[config.mk]
export PLATFORM = sky130hd
export DESIGN_NAME = multiprocessor_interrupt_controller_top
export DESIGN_NICKNAME = d
export VERILOG_FILES = /design/src/hw/rtl/mic_pkg.sv /design/src/hw/rtl/mic_core.sv /design/src/hw/rtl/multiprocessor_interrupt_controller_top.sv
export SDC_FILE = /design/constraint.sdc
export NUM_CORES = 2
export LEC_CHECK = 0
export ABC_AREA = 1
export BUFFER_PORTS_ARGS = -buffer_cell sky130_fd_sc_hd__buf_2
export CAP_MARGIN = 20
export CORE_ASPECT_RATIO = 0.6
export CORE_MARGIN = 4
export CORE_UTILIZATION = 30
export DETAILED_ROUTE_END_ITERATION = 16
export GPL_ROUTABILITY_DRIVEN = 0
export HOLD_SLACK_MARGIN = 0.03
export MAX_ROUTING_LAYER = met4
export SYNTH_ARGS = -nofsm -noshare
export SYNTH_HDL_FRONTEND = slang
export SYNTH_HIERARCHICAL = 1
export SYNTH_SLANG_ARGS = --single-unit
[constraint.sdc]
create_clock -name clock -period 6 [get_ports clock]
set_input_delay 0.6 -clock clock [delete_from_list [all_inputs] [get_ports clock]]
set_output_delay 0.6 -clock clock [all_outputs]
set_load 0.05 [all_outputs]
[src/hw/rtl/mic_pkg.sv]
// Shared types and constants of the multiprocessor interrupt controller.
// No dependencies; the core and the top level import this package.
package mic_pkg;

   localparam int unsigned NumCpus = 16;
   localparam int unsigned Slots = 16;
   localparam logic [4:0] CpuLimit = 5'(NumCpus);

   // Transaction kinds.
   localparam logic [1:0] KindRead = 2'd0;
   localparam logic [1:0] KindWrite = 2'd1;
   localparam logic [1:0] KindLine = 2'd2;
   localparam logic [1:0] KindAck = 2'd3;

   // Fixed register offsets in the low region.
   localparam logic [7:0] AddrLevel = 8'h00;
   localparam logic [7:0] AddrPending = 8'h04;
   localparam logic [7:0] AddrForce0 = 8'h08;
   localparam logic [7:0] AddrClear = 8'h0C;
   localparam logic [7:0] AddrBroadcast = 8'h14;

   // Address regions selected by offset bits 7:6.
   localparam logic [1:0] RegionLow = 2'd0;
   localparam logic [1:0] RegionMask = 2'd1;
   localparam logic [1:0] RegionForce = 2'd2;
   localparam logic [1:0] RegionExt = 2'd3;

   localparam logic [15:0] LowClean = 16'hFFFE;

   typedef struct packed {
      logic [1:0] kind;
      logic [7:0] address;
      logic [31:0] write_data;
      logic [3:0] irq_num;
      logic line_high;
   } item_type;

   typedef struct packed {
      logic [31:0] read_data;
      logic [15:0] irq_request;
      logic irq_update;
   } result_type;

endpackage

[src/hw/rtl/mic_core.sv]
// Register file and request evaluation of the interrupt controller.
// Depends on mic_pkg for the item and result structs and the register map.
module mic_core (
   input logic clock,
   input logic reset,
   input logic exec,
   input mic_pkg::item_type item,
   output mic_pkg::result_type result
);
   import mic_pkg::*;

   logic [15:0] level_ff, level_in;
   logic [15:0] pending_ff, pending_in;
   logic [15:0] bcast_ff, bcast_in;
   logic [31:0] mask_ff [Slots];
   logic [31:0] mask_in [Slots];
   logic [15:0] force_ff [Slots];
   logic [15:0] force_in [Slots];
   logic [3:0] ext_ff [Slots];
   logic [3:0] ext_in [Slots];

   logic [3:0] slot;
   logic slot_ok;
   logic [15:0] line_bit;
   logic [15:0] set_bits;
   logic [15:0] clr_bits;
   logic [15:0] req_all;
   logic [15:0] req_high;
   logic [31:0] rd_data;
   logic upd;

   assign slot = item.address[5:2];
   assign slot_ok = {1'b0, slot} < CpuLimit;
   assign line_bit = 16'd1 << item.irq_num;
   assign set_bits = item.write_data[15:0] & LowClean;
   assign clr_bits = item.write_data[31:16] & LowClean;

   // Bus read mux on the current register contents.
   always_comb begin
      rd_data = 32'd0;
      if (item.kind == KindRead) begin
         if (item.address[7:6] == RegionLow) begin
            unique case (item.address)
               AddrLevel: rd_data = {16'd0, level_ff};
               AddrPending: rd_data = {16'd0, pending_ff};
               AddrForce0: rd_data = {16'd0, force_ff[0]};
               AddrBroadcast: rd_data = {16'd0, bcast_ff};
               default: rd_data = 32'd0;
            endcase
         end else if (slot_ok) begin
            unique case (item.address[7:6])
               RegionMask: rd_data = mask_ff[slot];
               RegionForce: rd_data = {16'd0, force_ff[slot]};
               RegionExt: rd_data = {28'd0, ext_ff[slot]};
               default: rd_data = 32'd0;
            endcase
         end
      end
   end

   // Next-state logic for writes, line events and acknowledges.
   always_comb begin
      level_in = level_ff;
      pending_in = pending_ff;
      bcast_in = bcast_ff;
      mask_in = mask_ff;
      force_in = force_ff;
      ext_in = ext_ff;
      upd = 1'b0;
      unique case (item.kind)
         KindRead: upd = 1'b0;
         KindWrite: begin
            if (item.address[7:6] == RegionLow) begin
               unique case (item.address)
                  AddrLevel: level_in = item.write_data[15:0] & LowClean;
                  AddrForce0: begin
                     force_in[0] = set_bits;
                     upd = 1'b1;
                  end
                  AddrClear: pending_in = pending_ff & ~set_bits;
                  AddrBroadcast: bcast_in = item.write_data[15:0] & LowClean;
                  default: upd = 1'b0;
               endcase
            end else if (slot_ok) begin
               unique case (item.address[7:6])
                  RegionMask: begin
                     mask_in[slot] = {item.write_data[31:1], 1'b0};
                     upd = 1'b1;
                  end
                  RegionForce: begin
                     force_in[slot] = (force_ff[slot] | set_bits) & ~clr_bits;
                     upd = 1'b1;
                  end
                  RegionExt: ext_in[slot] = item.write_data[3:0];
                  default: upd = 1'b0;
               endcase
            end
         end
         KindLine: begin
            if (item.line_high) begin
               // A broadcast line goes to the force register of every processor.
               if ((bcast_ff & line_bit) != 16'd0) begin
                  for (int i = 0; i < Slots; i++) begin
                     if (i < NumCpus) begin
                        force_in[i] = force_ff[i] | line_bit;
                     end
                  end
               end else begin
                  pending_in = pending_ff | line_bit;
               end
               upd = 1'b1;
            end
         end
         KindAck: begin
            pending_in = pending_ff & ~line_bit;
            force_in[0] = force_ff[0] & ~line_bit;
            upd = 1'b1;
         end
         default: upd = 1'b0;
      endcase
   end

   // The request reflects the state after this transaction.
   assign req_all = (pending_in | force_in[0]) & mask_in[0][15:0];
   assign req_high = req_all & level_in;

   always_comb begin
      result.read_data = rd_data;
      result.irq_update = upd;
      result.irq_request = 16'd0;
      if (upd) begin
         result.irq_request = (req_high != 16'd0) ? req_high : (req_all & ~level_in);
      end
   end

   always_ff @(posedge clock) begin
      if (reset) begin
         level_ff <= 16'd0;
         pending_ff <= 16'd0;
         bcast_ff <= 16'd0;
         for (int i = 0; i < Slots; i++) begin
            mask_ff[i] <= 32'd0;
            force_ff[i] <= 16'd0;
            ext_ff[i] <= 4'd0;
         end
      end else if (exec) begin
         level_ff <= level_in;
         pending_ff <= pending_in;
         bcast_ff <= bcast_in;
         mask_ff <= mask_in;
         force_ff <= force_in;
         ext_ff <= ext_in;
      end
   end

endmodule

[src/hw/rtl/multiprocessor_interrupt_controller_top.sv]
// A sixteen-line, two-level interrupt controller behind a 256-byte register map.
// Each transaction (bus read, bus write, line event or acknowledge) is captured
// in an input register, applied to the register file once the result register
// is free or draining, and answered from a result register. One transaction is
// taken every cycle while the result side keeps up; the rate is set by the
// read-modify-write of the register file. Every transaction returns exactly one
// result.
// Depends on mic_pkg and mic_core.
module multiprocessor_interrupt_controller_top (
   input logic clock,
   input logic reset,
   input logic req_valid,
   output logic req_ready,
   input logic [1:0] req_kind,
   input logic [7:0] req_address,
   input logic [31:0] req_write_data,
   input logic [3:0] req_irq_num,
   input logic req_line_high,
   output logic rsp_valid,
   input logic rsp_ready,
   output logic [31:0] rsp_read_data,
   output logic [15:0] rsp_irq_request,
   output logic rsp_irq_update
);
   import mic_pkg::*;

   item_type item_ff;
   logic item_valid_ff;
   result_type res_ff;
   logic rsp_valid_ff;
   result_type core_res;
   logic advance;
   logic accept;

   // The held transaction moves on when the result register is free or draining.
   assign advance = item_valid_ff && (!rsp_valid_ff || rsp_ready);
   assign req_ready = !item_valid_ff || advance;
   assign accept = req_valid && req_ready;

   mic_core u_core (
      .clock(clock),
      .reset(reset),
      .exec(advance),
      .item(item_ff),
      .result(core_res)
   );

   always_ff @(posedge clock) begin
      if (reset) begin
         item_valid_ff <= 1'b0;
         rsp_valid_ff <= 1'b0;
      end else begin
         if (accept) begin
            item_valid_ff <= 1'b1;
         end else if (advance) begin
            item_valid_ff <= 1'b0;
         end
         if (advance) begin
            rsp_valid_ff <= 1'b1;
         end else if (rsp_ready) begin
            rsp_valid_ff <= 1'b0;
         end
      end
   end

   always_ff @(posedge clock) begin
      if (accept) begin
         item_ff.kind <= req_kind;
         item_ff.address <= req_address;
         item_ff.write_data <= req_write_data;
         item_ff.irq_num <= req_irq_num;
         item_ff.line_high <= req_line_high;
      end
      if (advance) begin
         res_ff <= core_res;
      end
   end

   assign rsp_valid = rsp_valid_ff;
   assign rsp_read_data = res_ff.read_data;
   assign rsp_irq_request = res_ff.irq_request;
   assign rsp_irq_update = res_ff.irq_update;

endmodule
==> flow_summary_export.csv <==
group,metric,value,unit
setup_path,critPathTopFamily,"simple AND/OR/NAND/NOR gates",
global_route,antenna_found_initial,7,
die,die_h,305,microns
clock_tree,cts_inserted_buffers,94,
setup_path,r2r-start,"item_ff[43]$_DFFE_PP_",
timing,drv_slew,0,
synth,yosysTopAreaCellShare,0.394,
clock_tree,cts_tree,"yes",
drt,totalWireLength,176,mm
synth,synth_largest_area_cell,"dfxtp_1",
synth,yosys-top-cells-area,"dfxtp_1, o21ai_0, a21oi_1",
setup_path,critPathLaunchType,"flop",
setup_path,rr_endpoint,"rsp_irq_request[5]$_DFFE_PP_",
die,core.rowCount,108,
synth,synth_cells,5893,
drt,wl_per_cell,22.8,microns
global_route,grt_overflow,0,
timing,layout_min_cycle_time,4.87,ns
setup_path,critPathSlowestCell,"ha_1",
drt,first_pass_iters,6,
clock_tree,clk_latency,0.73,ns
pwr,p_clk_frac,0.450,
synth,netlist_area,44000,sq um
global_route,grt_pass1_vias,39823,
clock_tree,numClockSinks,962,
synth,ys_ff_latch,962,
clock_tree,clk_pin_slew,0.06,ns
die,fp.coreArea,145000,sq um
drt,ant_nets,0,
clock_tree,cts_root_buf,"clkbuf_16",
drt,avgViaCountPerCell,5.76,
timing,fin_skew,0.0337,ns
finish,fin_nets,5742,
pwr,leakage,0.0181,uW
timing,worst-slew-pin-transition,1.20,ns
global_route,grt_usage,0.225,
die,initial_core_util,0.303,
timing,fmax,0.205,GHz
timing,hold_viol,0,
status,run_status,"finished, final reports clean",
finish,drive_above_1_share,0.0761,
pwr,peakVddDrop,0.222,mV
setup_path,crit_chain,"inv_1 > ha_1 > nand2_1 > clkinv_1 > buf_4 > nand2_1 > buf_4 > a21oi_1 > nor3_1 > nand2_1 > nand2_1 > nor2_1 > nand2_1 > nand3_1 > nand2_1 > nor2_1 > nand2_1 > nor2_4 > nor2_1 > nor2_1",
global_route,grt_pass1_wl,260,mm
pwr,power.density,283,nW/um^2
drt,detailroute.via_count,44279,
finish,area_growth,12.6,%
flow_run,drv_cap,0,
pwr,p_seq_frac,0.476,
global_route,grt_max_degree,242,
synth,ys_warn_count,6,
drt,top_layer_used,"met4",
placement,dp_hpwl,112,mm
finish,layout_common_cells,"o21ai_0, a21oi_1, dfxtp_1",
setup_path,cp.depth,20,
drt,dr_wl_met2,67.2,mm
timing,min_period_over_period,0.812,
die,die_area,153000,sq um
clock_tree,cts.htree.levels,3,
timing,max_slew_margin,0.197,
finish,final_common_cell,"o21ai_0",
synth,synth_seq_area_share,0.459,
timing,finalSetupTns,0,ns
setup_path,r2r_cells,20,
setup_path,critPathLaunch,"item_ff[43]$_DFFE_PP_",
pwr,power_switching,3670,uW
synth,syn_avg_cell_area,7.47,sq um
clock_tree,clockBufferDepth,3,
placement,io_buffers,101,
finish,utilization,0.342,
drt,drt_iter0_markers,6567,
setup_path,cpMostUsedCell,"nand2_1",
worst_hold_path,worstHoldPathCells,1,
setup_path,slowest_delay,0.69,ns
clock_tree,cts_setup_buffers,0,
drt,wl_met3,25.5,mm
synth,ys_types,43,
synth,syn_nets,5948,
drt,drc,0,
setup_path,cp.required,6.56,ns
timing,finalSetupViolCount,0,
setup_path,critPathCaptureType,"flop",
worst_hold_path,min_to,"item_ff[8]$_DFFE_PP_",
worst_hold_path,hold_path_startpoint,"req_write_data[3]",
setup_path,r2r_slack,1.13,ns
setup_path,critPathArrivalTime,5.43,ns
pwr,p_int,10300,uW
timing,worst_slack,1.13,ns
setup_path,criticalPathCategory,"reg2reg",
setup_path,cp_max_fo,29,
timing,rsz0062_at_grt,"false",
die,io-pin-count,102,
placement,dpl_worst_slack,1.42,ns
worst_hold_path,worst_hold_path_type,"in2reg",
drt,wirelength_met1,77.8,mm
pwr,swShare,0.262,
setup_path,cp_num_buf_inv,4,
pwr,p_comb_frac,0.074,
die,die_width,502,microns
[cell usage after synthesis (all sizes together)]
cell       n
a22oi    282
clkbuf   459
a221oi     3
edfxtp    96
nand2    750
o221ai     5
a21oi    890
o21bai     3
o22ai     30
a211oi   182
buf       79
nand3     86
a21boi     1
or2        1
dfxtp    866
o21ai   1173
o221a      1
ha         4
a31oi      1
clkinv    23
nand4     41
nor2     364
a41oi     12
o41ai      7
nor4      25
o311ai    11
nor3      40
inv      425
o211ai    29
a32oi      1
o41a       3
[final cells by class]
type	count	area, sq um
timing repair buffer	236	1760
tap	1925	2410
multi-input combinational	3945	20300
sequential	962	20200
clock inverter	40	534
antenna	8	20.0
inverter	448	1700
fill	15085	95600
clock buffer	126	2660
[stage by stage]
step	cells	instance area (sq um)	power, uW	hold WS, ns
CTS	7676	49400	14000	0.0305
floorplan	5893	44000	7370	0.405
global route	7684	49500	14400	0.0443
finish	7690	49600	14000	0.0601
global placement	7491	46000	7770	0.421
detailed placement	7492	46000	7780	0.419
[worst max path at each step]
stage	end	slack (ns)
after floorplan	u_core/ext_ff[17]$_SDFFE_PP0P_	1.26
after global routing	u_core/mask_ff[502]$_SDFFE_PP0P_	0.86
after detailed placement	u_core/mask_ff[510]$_SDFFE_PP0P_	1.42
final	rsp_irq_request[5]$_DFFE_PP_	1.13
after global placement	rsp_irq_request[2]$_DFFE_PP_	1.49
after CTS	u_core/mask_ff[510]$_SDFFE_PP0P_	1.38
[routing by layer]
metal	global-route usage	up-vias
li1	-	20123
met2	0.285	2789
met1	0.330	21061
met3	0.0754	306
met4	0.0652	0
met5	-	-
[repair_timing]
| action | in CTS | in global routing |
|---|---|---|
| hold buffers | 18 | 0 |
| hold endpoints to repair | 18 | 0 |
| resized for setup | 0 | 0 |
[cells by family after synthesis]
group           count (synthesis)  share of synthesized area
flops                         962                      0.459
buf+inv                       986                     0.0864
simple gates                 1307                      0.120
fa+ha+maj                       4                    0.00114
compound gates               2634                      0.333
[registers in the layout, indices dropped and copies added, names as in the netlist]
register	flops
u_core/mask_ff	497
u_core/force_ff	256
u_core/ext_ff	64
item_ff	47
rsp_read_data	32
rsp_irq_request	16
u_core/level_ff	16
u_core/pending_ff	16
u_core/bcast_ff	15
item_valid_ff	1
rsp_irq_update	1
rsp_valid	1
[power by group through the flow]
stage          sequential (uW)  clock (uW)  combinational, uW
6_report                  6670        6300               1040
5_1_grt                   6670        6630               1080
4_1_cts                   6660        6380                985
3_5_place_dp              6800           0                973
3_3_place_gp              6800           0                963
2_1_floorplan             6810           0                560
(Power assumes the default switching activity.)
